`src/sv/bols_pkg.sv`:
```
// Shared constants and types for the bounded ordered list store.
// Used by bols_ctrl, bols_dp and bounded_ordered_list_store; no dependencies.

package bols_pkg;

  // default memory depth and field widths
  localparam int CAPACITY_DEF = 16;
  localparam int WORD_W       = 32;
  localparam int CNT_W        = 5;
  localparam int FUNC_W       = 3;
  localparam int ERR_W        = 2;
  localparam int IN_W         = 40;  // func, value, position
  localparam int OUT_W        = 40;  // read_word, entry_count, is_empty, error_code

  localparam logic [CNT_W-1:0] LIMIT_RESET = 5'd10;

  // operation codes
  localparam logic [FUNC_W-1:0] OP_APPEND    = 3'd0;
  localparam logic [FUNC_W-1:0] OP_REMOVE    = 3'd1;
  localparam logic [FUNC_W-1:0] OP_INSERT    = 3'd2;
  localparam logic [FUNC_W-1:0] OP_OVERWRITE = 3'd3;
  localparam logic [FUNC_W-1:0] OP_READ      = 3'd4;
  localparam logic [FUNC_W-1:0] OP_REVERSE   = 3'd5;
  localparam logic [FUNC_W-1:0] OP_CLEAR     = 3'd6;

  // error codes
  localparam logic [ERR_W-1:0] ERR_OK    = 2'd0;
  localparam logic [ERR_W-1:0] ERR_FULL  = 2'd1;
  localparam logic [ERR_W-1:0] ERR_EMPTY = 2'd2;
  localparam logic [ERR_W-1:0] ERR_RANGE = 2'd3;

  // memory write data select
  localparam logic [1:0] WSEL_VALUE = 2'd0;
  localparam logic [1:0] WSEL_RDATA = 2'd1;
  localparam logic [1:0] WSEL_HOLD  = 2'd2;

  // entry count update
  localparam logic [1:0] CNT_HOLD = 2'd0;
  localparam logic [1:0] CNT_INC  = 2'd1;
  localparam logic [1:0] CNT_DEC  = 2'd2;
  localparam logic [1:0] CNT_CLR  = 2'd3;

  // commands from controller to datapath
  typedef struct packed {
    logic             in_take;
    logic             we;
    logic [CNT_W-1:0] waddr;
    logic [1:0]       wsel;
    logic             re;
    logic [CNT_W-1:0] raddr;
    logic             hold_ld;
    logic [1:0]       cnt_op;
    logic             out_ld;
    logic             rd_keep;
    logic [ERR_W-1:0] err;
  } dp_cmd_t;

  // status from datapath to controller
  typedef struct packed {
    logic [FUNC_W-1:0] func;
    logic [CNT_W-1:0]  pos;
    logic [CNT_W-1:0]  cnt;
    logic              full;
    logic              out_free;
  } dp_status_t;

endpackage

```
`src/sv/bounded_ordered_list_store.sv`:
```
// Top level of the bounded ordered list store.
// Depends on bols_pkg, bols_ctrl and bols_dp.
//
// Usage:
//   in_* stream carries one operation word: append, remove last, insert,
//   overwrite, read, reverse or clear. Each word yields exactly one result
//   word on out_* with the read entry, the count after the operation, an
//   empty flag and an error code. cfg_wen/cfg_wdata set the capacity limit
//   (saturated at CAPACITY); write it only while the block is idle.
// Sequencing:
//   one operation at a time; the controller walks the entry memory, which
//   has one write and one registered read port.
//   insert below the end shifts the entries from position upward by one
//   slot, top first, then writes the value; reverse swaps entry pairs from
//   both ends toward the middle; the other operations need no walk.
//   the result is registered into the output register that drives out_*.
// Reset: count clears, limit returns to 10, no result pending.
//   Entry memory is not cleared; entries are read only after being written.
// Stall: the result waits in the output register; the next word is still
//   accepted, and only its own result waits until the register frees up.

module bounded_ordered_list_store #(
  parameter int CAPACITY = bols_pkg::CAPACITY_DEF
) (
  input  logic                       clk,
  input  logic                       rst_n,
  // configuration: capacity limit
  input  logic                       cfg_wen,
  input  logic [bols_pkg::CNT_W-1:0] cfg_wdata,
  // operation words
  input  logic                       in_tvalid,
  output logic                       in_tready,
  input  logic [bols_pkg::IN_W-1:0]  in_tdata,   // func[2:0], value[34:3], position[39:35]
  // result words
  output logic                       out_tvalid,
  input  logic                       out_tready,
  output logic [bols_pkg::OUT_W-1:0] out_tdata   // read_word[31:0], entry_count[36:32],
                                                 // is_empty[37], error_code[39:38]
);
  import bols_pkg::*;

  dp_cmd_t    cmd;
  dp_status_t status;

  // sequencer
  bols_ctrl u_ctrl (
    .clk      (clk),
    .rst_n    (rst_n),
    .in_valid (in_tvalid),
    .in_ready (in_tready),
    .status   (status),
    .cmd      (cmd)
  );

  // storage and result path
  bols_dp #(
    .CAPACITY (CAPACITY)
  ) u_dp (
    .clk        (clk),
    .rst_n      (rst_n),
    .cfg_wen    (cfg_wen),
    .cfg_wdata  (cfg_wdata),
    .in_tdata   (in_tdata),
    .cmd        (cmd),
    .status     (status),
    .out_tvalid (out_tvalid),
    .out_tready (out_tready),
    .out_tdata  (out_tdata)
  );

endmodule

```
`src/sv/bols_dp.sv`:
```
// Datapath of the list store: entry memory, operand and count registers, output word.
// Depends on bols_pkg; driven by bols_ctrl through dp_cmd_t.

module bols_dp #(
  parameter int CAPACITY = bols_pkg::CAPACITY_DEF
) (
  input  logic                        clk,
  input  logic                        rst_n,
  input  logic                        cfg_wen,
  input  logic [bols_pkg::CNT_W-1:0]  cfg_wdata,
  input  logic [bols_pkg::IN_W-1:0]   in_tdata,
  input  bols_pkg::dp_cmd_t           cmd,
  output bols_pkg::dp_status_t        status,
  output logic                        out_tvalid,
  input  logic                        out_tready,
  output logic [bols_pkg::OUT_W-1:0]  out_tdata
);
  import bols_pkg::*;

  localparam int AW     = (CAPACITY > 1) ? $clog2(CAPACITY) : 1;
  localparam int CntMax = (2 ** CNT_W) - 1;
  localparam logic [CNT_W-1:0] CapTop = CNT_W'((CAPACITY > CntMax) ? CntMax : CAPACITY);

  logic [WORD_W-1:0] mem [CAPACITY];

  logic [CNT_W-1:0]  lim_r;
  logic [FUNC_W-1:0] func_r;
  logic [WORD_W-1:0] value_r;
  logic [CNT_W-1:0]  pos_r;
  logic [CNT_W-1:0]  cnt_r, cnt_nxt;
  logic [WORD_W-1:0] rd_data_r;
  logic [WORD_W-1:0] hold_r;
  logic              out_valid_r;
  logic [OUT_W-1:0]  out_data_r;
  logic [CNT_W-1:0]  eff_lim;
  logic [WORD_W-1:0] wdata;

  // capacity limit register
  always_ff @(posedge clk) begin
    if (!rst_n) begin
      lim_r <= LIMIT_RESET;
    end else if (cfg_wen) begin
      lim_r <= cfg_wdata;
    end
  end

  // operand capture on accept
  always_ff @(posedge clk) begin
    if (cmd.in_take) begin
      func_r  <= in_tdata[FUNC_W-1:0];
      value_r <= in_tdata[FUNC_W+WORD_W-1:FUNC_W];
      pos_r   <= in_tdata[FUNC_W+WORD_W+CNT_W-1:FUNC_W+WORD_W];
    end
  end

  // entry count
  always_comb begin
    case (cmd.cnt_op)
      CNT_INC: cnt_nxt = cnt_r + 1'b1;
      CNT_DEC: cnt_nxt = cnt_r - 1'b1;
      CNT_CLR: cnt_nxt = '0;
      default: cnt_nxt = cnt_r;
    endcase
  end

  always_ff @(posedge clk) begin
    if (!rst_n) begin
      cnt_r <= '0;
    end else begin
      cnt_r <= cnt_nxt;
    end
  end

  // write data select
  always_comb begin
    case (cmd.wsel)
      WSEL_RDATA: wdata = rd_data_r;
      WSEL_HOLD:  wdata = hold_r;
      default:    wdata = value_r;
    endcase
  end

  // entry memory, one write and one registered read per cycle
  always_ff @(posedge clk) begin
    if (cmd.we) begin
      mem[AW'(cmd.waddr)] <= wdata;
    end
  end

  always_ff @(posedge clk) begin
    if (cmd.re) begin
      rd_data_r <= mem[AW'(cmd.raddr)];
    end
  end

  // holding word for swaps
  always_ff @(posedge clk) begin
    if (cmd.hold_ld) begin
      hold_r <= rd_data_r;
    end
  end

  // output word register
  always_ff @(posedge clk) begin
    if (!rst_n) begin
      out_valid_r <= 1'b0;
    end else if (cmd.out_ld) begin
      out_valid_r <= 1'b1;
    end else if (out_tready) begin
      out_valid_r <= 1'b0;
    end
  end

  always_ff @(posedge clk) begin
    if (cmd.out_ld) begin
      out_data_r <= {cmd.err, (cnt_r == '0), cnt_r,
                     (cmd.rd_keep ? rd_data_r : {WORD_W{1'b0}})};
    end
  end

  // status toward the controller
  assign eff_lim         = (lim_r > CapTop) ? CapTop : lim_r;
  assign status.func     = func_r;
  assign status.pos      = pos_r;
  assign status.cnt      = cnt_r;
  assign status.full     = (cnt_r >= eff_lim);
  assign status.out_free = !out_valid_r || out_tready;

  assign out_tvalid = out_valid_r;
  assign out_tdata  = out_data_r;

endmodule

```
`src/sv/bols_ctrl.sv`:
```
// Controller of the list store: decodes the operation, sequences shifts and swaps.
// Depends on bols_pkg; commands bols_dp through dp_cmd_t.

module bols_ctrl (
  input  logic                 clk,
  input  logic                 rst_n,
  input  logic                 in_valid,
  output logic                 in_ready,
  input  bols_pkg::dp_status_t status,
  output bols_pkg::dp_cmd_t    cmd
);
  import bols_pkg::*;

  localparam logic [2:0] S_IDLE    = 3'd0;
  localparam logic [2:0] S_EXEC    = 3'd1;
  localparam logic [2:0] S_INS_SH  = 3'd2;
  localparam logic [2:0] S_INS_PUT = 3'd3;
  localparam logic [2:0] S_REV_RB  = 3'd4;
  localparam logic [2:0] S_REV_WA  = 3'd5;
  localparam logic [2:0] S_REV_WB  = 3'd6;
  localparam logic [2:0] S_RESP    = 3'd7;

  logic [2:0]       state_r, state_nxt;
  logic [CNT_W-1:0] lo_r, lo_nxt;
  logic [CNT_W-1:0] hi_r, hi_nxt;
  logic [ERR_W-1:0] err_r, err_nxt;
  logic [CNT_W-1:0] lo_inc, hi_dec;
  logic             more_swaps;

  always_ff @(posedge clk) begin
    if (!rst_n) begin
      state_r <= S_IDLE;
      err_r   <= ERR_OK;
    end else begin
      state_r <= state_nxt;
      err_r   <= err_nxt;
    end
  end

  always_ff @(posedge clk) begin
    lo_r <= lo_nxt;
    hi_r <= hi_nxt;
  end

  // next swap pair still lies below the middle
  assign lo_inc     = lo_r + 1'b1;
  assign hi_dec     = hi_r - 1'b1;
  assign more_swaps = (lo_inc < hi_dec);

  assign in_ready = (state_r == S_IDLE);

  // state machine and command decode
  always_comb begin
    cmd       = '0;
    state_nxt = state_r;
    lo_nxt    = lo_r;
    hi_nxt    = hi_r;
    err_nxt   = err_r;
    unique case (state_r)
      S_IDLE: begin
        if (in_valid) begin
          cmd.in_take = 1'b1;
          state_nxt   = S_EXEC;
        end
      end
      S_EXEC: begin
        err_nxt   = ERR_OK;
        state_nxt = S_RESP;
        unique case (status.func)
          OP_APPEND: begin
            if (status.full) begin
              err_nxt = ERR_FULL;
            end else begin
              cmd.we     = 1'b1;
              cmd.waddr  = status.cnt;
              cmd.wsel   = WSEL_VALUE;
              cmd.cnt_op = CNT_INC;
            end
          end
          OP_REMOVE: begin
            if (status.cnt == '0) begin
              err_nxt = ERR_EMPTY;
            end else begin
              cmd.cnt_op = CNT_DEC;
            end
          end
          OP_INSERT: begin
            if (status.pos > status.cnt) begin
              err_nxt = ERR_RANGE;
            end else if (status.full) begin
              err_nxt = ERR_FULL;
            end else if (status.pos == status.cnt) begin
              cmd.we     = 1'b1;
              cmd.waddr  = status.pos;
              cmd.wsel   = WSEL_VALUE;
              cmd.cnt_op = CNT_INC;
            end else begin
              // start shifting from the top entry downward
              cmd.re    = 1'b1;
              cmd.raddr = status.cnt - 1'b1;
              hi_nxt    = status.cnt;
              state_nxt = S_INS_SH;
            end
          end
          OP_OVERWRITE: begin
            if (status.pos >= status.cnt) begin
              err_nxt = ERR_RANGE;
            end else begin
              cmd.we    = 1'b1;
              cmd.waddr = status.pos;
              cmd.wsel  = WSEL_VALUE;
            end
          end
          OP_READ: begin
            if (status.pos >= status.cnt) begin
              err_nxt = ERR_RANGE;
            end else begin
              cmd.re    = 1'b1;
              cmd.raddr = status.pos;
            end
          end
          OP_REVERSE: begin
            if (status.cnt >= 5'd2) begin
              cmd.re    = 1'b1;
              cmd.raddr = '0;
              lo_nxt    = '0;
              hi_nxt    = status.cnt - 1'b1;
              state_nxt = S_REV_RB;
            end
          end
          OP_CLEAR: begin
            cmd.cnt_op = CNT_CLR;
          end
          default: begin
          end
        endcase
      end
      S_INS_SH: begin
        // move entry hi-1 up to hi, fetch the next one below
        cmd.we    = 1'b1;
        cmd.waddr = hi_r;
        cmd.wsel  = WSEL_RDATA;
        if (hi_dec > status.pos) begin
          cmd.re    = 1'b1;
          cmd.raddr = hi_r - 5'd2;
          hi_nxt    = hi_dec;
        end else begin
          state_nxt = S_INS_PUT;
        end
      end
      S_INS_PUT: begin
        cmd.we     = 1'b1;
        cmd.waddr  = status.pos;
        cmd.wsel   = WSEL_VALUE;
        cmd.cnt_op = CNT_INC;
        state_nxt  = S_RESP;
      end
      S_REV_RB: begin
        cmd.re      = 1'b1;
        cmd.raddr   = hi_r;
        cmd.hold_ld = 1'b1;
        state_nxt   = S_REV_WA;
      end
      S_REV_WA: begin
        // low slot takes the high word, prefetch next low word
        cmd.we    = 1'b1;
        cmd.waddr = lo_r;
        cmd.wsel  = WSEL_RDATA;
        if (more_swaps) begin
          cmd.re    = 1'b1;
          cmd.raddr = lo_inc;
        end
        state_nxt = S_REV_WB;
      end
      S_REV_WB: begin
        // high slot takes the held low word, prefetch next high word
        cmd.we    = 1'b1;
        cmd.waddr = hi_r;
        cmd.wsel  = WSEL_HOLD;
        lo_nxt    = lo_inc;
        hi_nxt    = hi_dec;
        if (more_swaps) begin
          cmd.hold_ld = 1'b1;
          cmd.re      = 1'b1;
          cmd.raddr   = hi_dec;
          state_nxt   = S_REV_WA;
        end else begin
          state_nxt = S_RESP;
        end
      end
      S_RESP: begin
        if (status.out_free) begin
          cmd.out_ld  = 1'b1;
          cmd.err     = err_r;
          cmd.rd_keep = (status.func == OP_READ) && (err_r == ERR_OK);
          state_nxt   = S_IDLE;
        end
      end
      default: begin
        state_nxt = S_IDLE;
      end
    endcase
  end

endmodule
```
`config.mk`:
```
export PLATFORM = sky130hd
export DESIGN_NAME = bounded_ordered_list_store
export DESIGN_NICKNAME = d
export VERILOG_FILES = /design/src/sv/bols_pkg.sv /design/src/sv/bounded_ordered_list_store.sv /design/src/sv/bols_dp.sv /design/src/sv/bols_ctrl.sv
export SDC_FILE = /design/constraint.sdc
export NUM_CORES = 1
export LEC_CHECK = 0
export CAP_MARGIN = 5
export CORE_UTILIZATION = 45
export DETAILED_ROUTE_END_ITERATION = 10
export DONT_BUFFER_PORTS = 1
export MAX_ROUTING_LAYER = met4
export PLACE_DENSITY_LB_ADDON = 0.1
export REMOVE_ABC_BUFFERS = 1
export SLEW_MARGIN = 5
export SYNTH_ARGS = -nofsm -noshare
export SYNTH_HDL_FRONTEND = slang
export SYNTH_SLANG_ARGS = --single-unit
```
`constraint.sdc`:
```
create_clock -name clk -period 8.2 [get_ports clk]
set_input_delay 1.64 -clock clk [delete_from_list [all_inputs] [get_ports clk]]
set_output_delay 1.64 -clock clk [all_outputs]
set_load 0.01 [all_outputs]
```
After elaboration in Yosys (flattened, before gate mapping)
Memories as Yosys holds them, arrays and structs flattened. A register that Yosys moved wholly into a read port is not among the register bits.
Cells that the tools add are included.
Storage, ports and cells
  register bits: 138
  bits in latches: 0
  bits in writable memories: 512
  memory bits (read-only): 0
  input port bits: 50
  output and inout port bits: 42
  word-level logic and storage cells: 132
  memories: 1
Memory list
  u_dp.mem: words 16, bits a word 32, read ports 1, clocked after memory_dff 1, write ports 1, RTL line bols_dp.sv:24  | logic [WORD_W-1:0] mem [CAPACITY];
Cells by class
  add/subtract/negate cells: 5
  multipliers: 0
  div/mod/pow operators: 0
  order comparisons: 7
  eq/ne operators: 30
  shift-type cells: 0
  multiplexer cells: 59
  bitwise gates (word level): 0
  reductions and logical operators: 16
Operator list (count)
  $pmux 32 s2: 1
  $mux 5: 8
  $pmux 8 s5: 1
  $mux 6: 5
  $pmux 5 s3: 2
  $pmux 6 s5: 1
  $mux 14: 2
  $mux 8: 3
  $pmux 3 s8: 1
  $pmux 8 s3: 1
  $eq 3x3->1 const B: 7
  $pmux 5 s2: 2
  $mux 3: 6
  $pmux 6 s3: 1
  $mux 2: 8
  $pmux 2 s4: 2
  $eq 3x2->1 const B: 4
  $ne 3x3->1 const B: 4
  $add 5x1->5 const B: 2
  $ge 5x5->1: 2
  $gt 5x5->1: 2
  $sub 5x1->5 const B: 2
  $mux 1: 9
  $mux 4: 2
  27 further kinds: 39

Longest topological paths before layout
  word-level depth: 9
  depth in mapped cells: 17
  gate-level depth less buffers: 15

Modules after synthesis
A second synthesis with hierarchy kept.
Second synthesis, totals
  cells, all modules: 1450
  area, all modules: 27069.7 um2
By module, submodules not included
  bols_dp: times used 1, cells each 1181, area an instance 25052.8 um2, sequential area each 19919.1 um2
  bols_ctrl: times used 1, cells each 269, area an instance 2016.9 um2, sequential area each 400.4 um2

Worst setup path after synthesis
No wires, ideal clock.
  kind: flip-flop to flip-flop
  from: reg u_dp.cnt_r[0]
  to: mem u_dp.mem[0][0], enable pin
  setup time: 421 ps
  data arrival time: 3963 ps
  data required time: 7779 ps
  path slack: 3815 ps
  cell stages (with the launch flop): 13
  path buffers: 1
  period minus slack after synthesis: 4385 ps
  cells stage by stage: dfxtp_1 > clkbuf_1 > inv_1 > ha_1 > nand2b_1 > a31oi_2 > o21a_1 > nor4b_2 > a22o_1 > a222oi_1 > nand2_1 > a21o_1 > nor2_1
On the way
  word-level cells in the longest chain between the ends: 8
  elaborated cells between the ends (all ways): 13
  classes of those cells: 3 x order compare; 1 x eq/ne; 9 x mux
RTL lines
  from (decl): RTL line bols_dp.sv:30  | logic [CNT_W-1:0] cnt_r, cnt_nxt;
  from (signal assigned): RTL line bols_dp.sv:70  | cnt_r <= cnt_nxt;
  branches (longest 4 deep; another with $ge 5x5->1)
  $pmux 8 s3 *: RTL line bols_ctrl.sv:69  | unique case (status.func)
  $pmux 8 s5 *: RTL line bols_ctrl.sv:59  | unique case (state_r)
  $mux 1: RTL line bols_dp.sv:85  | if (cmd.we) begin
  $mux 1 (not written as such): RTL line bols_dp.sv:86  | mem[AW'(cmd.waddr)] <= wdata;
  to (decl): RTL line bols_dp.sv:24
Every way passes the cells marked *.

Final worst setup path
  from: reg u_ctrl.hi_r[2]
  to: reg u_dp.rd_data_r[13] (read register of u_dp.mem), data pin
On the way
  word-level cells in the longest chain between the ends: 4
  elaborated cells between the ends (all ways): 8
  classes of those cells: 2 x add/sub; 2 x order compare; 4 x mux
RTL lines
  from (decl): RTL line bols_ctrl.sv:25  | logic [CNT_W-1:0] hi_r, hi_nxt;
  from (signal assigned): RTL line bols_ctrl.sv:42  | hi_r <= hi_nxt;
  $sub 5x1->5: RTL line bols_ctrl.sv:47  | assign hi_dec = hi_r - 1'b1;
  $lt 5x5->1 / $gt 5x5->1 (equally long branches): RTL line bols_ctrl.sv:48, bols_ctrl.sv:143
  $mux 7, or another cell as far along: RTL line bols_ctrl.sv:182  | if (more_swaps) begin
  $pmux 6 s5 *: RTL line bols_ctrl.sv:59
  to (decl): RTL line bols_dp.sv:31  | logic [WORD_W-1:0] rd_data_r;
Every way passes the cells marked *; elsewhere a longest branch is shown, timed or not.
A chain may end at the register's enable or synchronous reset.

==> results.cfg <==
[grt]
grtUsageTotal = 0.223
grt-ovfl-total = 0
first_global_vias = 14717
grt_pass1_wl_um = 99100
antenna_found_initial = 0
grt_max_degree = 95

[timing]
min_period_ns = 5.18
fin_crit_sh = 0.632
finalHoldViolations = 0
whs_ns = 0.481
worst_pin_slew_ns = 1.11
finalMaxSlewViolations = 0
rsz0062_at_grt = false
fmax_mhz = 193
finalSetupViolations = 0
finalSetupTns_ns = 0
finalClockSkew_ns = 0.0171
slew_headroom = 0.259

[setup_path]
worstPathCellList = inv_1 > ha_1 > a21boi_0 > xor2_1 > ha_1 > and4_1 > a211oi_2 > o21ai_1 > o2111a_1 > o21ai_4 > buf_4 > buf_4 > mux2i_1 > a22oi_1 > nand3_1 > o21ai_1
crit_fanout = 44
crit_buf_inv = 3
worstSetupStartpointType = flip-flop
end_kind = flip-flop
worstReg2RegStart = u_ctrl.hi_r[2]
critical-path-top-delay-family = buffers and inverters
path_class = flip-flop to flip-flop
worstPathRequired_ns = 8.53
arrival_ns = 5.51
r2r-end = u_dp.rd_data_r[13]
reg2reg_slack_ns = 3.02
cp_slowest_cell = buf_4
max_stage_delay_ns = 0.74
worst_r2r_path_depth = 16

[clock_network]
clock-sinks = 682
cts_root_buf = clkbuf_16
postCtsSetupBuffers = 0
clkLatencyLatePin_ns = 0.61
cts_max_path_buffers = 3
hold_buffers = 0
cts_resized = 0
cts_tree = done
htreeDepth = 3
clk_pin_slew_ns = 0.06
numCtsBuffers = 73

[routing]
drt_iter0_drc = 1121
via_per_inst = 5.72
wl_per_cell_um = 25.9
ant_nets = 0
dr.pass1.iters = 5
wl_um = 67400
vias = 14871
drcViolationCount = 0

[placed_design]
dp_hpwl_um = 34400
gp_congestion = 0.864
portBuffers = 0

[min_path]
min_path_cells = 0
hp-start = u_dp.rd_data_r[0]
hold_class = flip-flop to flip-flop
min_to = u_dp.hold_r[0]

[finish]
fillerInstances = 4949
fin_nets = 1837
synthToLayoutAreaGrowth_pct = 11.6
final_common_cell = edfxtp_1
drive_above_1_share = 0.115
post-route-util = 0.511
mostFrequentLayoutCells = edfxtp_1 (666), mux2i_1 (261), a22oi_1 (164)

[power]
leakagePower_nw = 9.84
powerDensity_nw_per_um2 = 291
irDropWorstVdd_uv = 137

[synth]
synth-edff-count = 666
netlist_area_sq_um = 27800
yosys.cell_types.count = 72
synth_area_per_cell_sq_um = 16.3
async_flop_share = 0
ys_seq_elements = 682
yosysWarningCount = 0
ys.flop_type = edfxtp_1
synth_cells = 1707
ys_seq_area_frac = 0.731

[floorplanning]
num_rows = 90
initial_core_util = 0.458
dieWidth_um = 250
io_pins = 92
die_height_um = 250
fp.coreArea_sq_um = 60700
dieArea_sq_um = 62700

[run]
cap_violations = 0

[run_status]
outcome = finished, final reports clean
logic make-up after synthesis:
group | after synthesis | share of synthesized area
DFF | 682 | 0.731
muxes | 261 | 0.0940
buffers and inverters | 119 | 0.0254
and+or+nand+nor | 274 | 0.0490
xor gates and xnor gates | 13 | 0.00410
adders and majority gates | 28 | 0.0126
AOI/OAI and AO/OA | 330 | 0.0836
worst reg2reg max path: stages, from the launching register on:
cell and delay, ns:
edfxtp_1 0.48, inv_1 0.12, ha_1 0.18, a21boi_0 0.23, xor2_1 0.33, ha_1 0.33
and4_1 0.26, a211oi_2 0.25, o21ai_1 0.23, o2111a_1 0.36, o21ai_4 0.11, buf_4 0.60
buf_4 0.80, mux2i_1 0.31, a22oi_1 0.11, nand3_1 0.14, o21ai_1 0.07
final cells by class:
class | instances | area (sq um) | share of cell area
flip-flops and latches | 682 | 20300 | 0.655
multi-input cells | 906 | 6940 | 0.224
clock buffers | 92 | 1940 | 0.0625
well taps | 782 | 978 | 0.0316
repair buffers | 66 | 508 | 0.0164
clock inverters | 39 | 215 | 0.00694
inverters | 30 | 113 | 0.00363
diodes | 1 | 2.50 | 0.0000807
through the flow:
stage	worst slack, ns	std cells	cell area (sq um)	total power [W]
final	3.02	2598	31000	0.00901
after global routing	2.68	2597	31000	0.00938
after CTS	3.05	2597	31000	0.00911
after detailed placement	3.06	2466	28900	0.00609
after global placement	3.19	2466	28900	0.00606
after floorplan	-0.447	1618	27200	0.00560
registers in the layout (all words and copies together) (netlist names):
name / count
u_dp.rd_data_r: 32
u_dp.hold_r: 32
u_ctrl.state_r: 3
u_dp.func_r: 3
u_ctrl.lo_r: 5
u_dp.out_tvalid: 1
u_dp.cnt_r: 5
u_ctrl.err_r: 2
u_dp.out_tdata: 40
u_dp.lim_r: 5
u_dp.mem: 512
u_dp.value_r: 32
u_dp.pos_r: 5
u_ctrl.hi_r: 5
cell usage after synthesis (8+ instances only):
| cell type | number | area share |
|---|---|---|
| a22oi_1 | 164 | 0.044 |
| ha_1 | 28 | 0.013 |
| nand2_1 | 94 | 0.013 |
| inv_1 | 27 | 0.0036 |
| buf_6 | 22 | 0.0089 |
| xnor2_1 | 8 | 0.0025 |
| mux2i_1 | 261 | 0.094 |
| edfxtp_1 | 666 | 0.72 |
| o21ai_1 | 38 | 0.0068 |
| clkbuf_1 | 32 | 0.0043 |
| a21oi_1 | 17 | 0.0031 |
| nor2_1 | 46 | 0.0062 |
| nand2b_1 | 10 | 0.0023 |
| and2_1 | 39 | 0.0088 |
| buf_2 | 29 | 0.0052 |
| dfxtp_1 | 16 | 0.012 |
| nand3_1 | 41 | 0.0074 |
| o21ai_0 | 52 | 0.0094 |
how the worst max path moves through the flow:
stage | start | cells past startpoint | slack [ns] | to
after floorplan | u_dp.cnt_r[0] | 11 | -0.45 | u_dp.rd_data_r[0]
after global placement | u_ctrl.hi_r[1] | 16 | 3.19 | u_dp.rd_data_r[10]
after detailed placement | u_ctrl.hi_r[2] | 16 | 3.06 | u_dp.rd_data_r[13]
after CTS | u_ctrl.hi_r[2] | 16 | 3.05 | u_dp.rd_data_r[13]
after global routing | u_ctrl.hi_r[2] | 16 | 2.68 | u_dp.rd_data_r[10]
final | u_ctrl.hi_r[2] | 16 | 3.02 | u_dp.rd_data_r[13]
per-layer routing:
layer,track usage,routed length (um),up-vias
met3,0.0379,2820,101
met5,-,0,-
met2,0.354,32700,349
met4,0.0515,1260,0
met1,0.301,30700,7608
li1,-,-,6813
power breakdown:
group	total [W]	leakage, nW	switching, W	internal, W
clock network	0.00301	1.05	0.00133	0.00168
registers	0.00445	6.16	0.000130	0.00432
logic	0.00155	2.63	0.00104	0.000509
(Power assumes the default switching activity.)
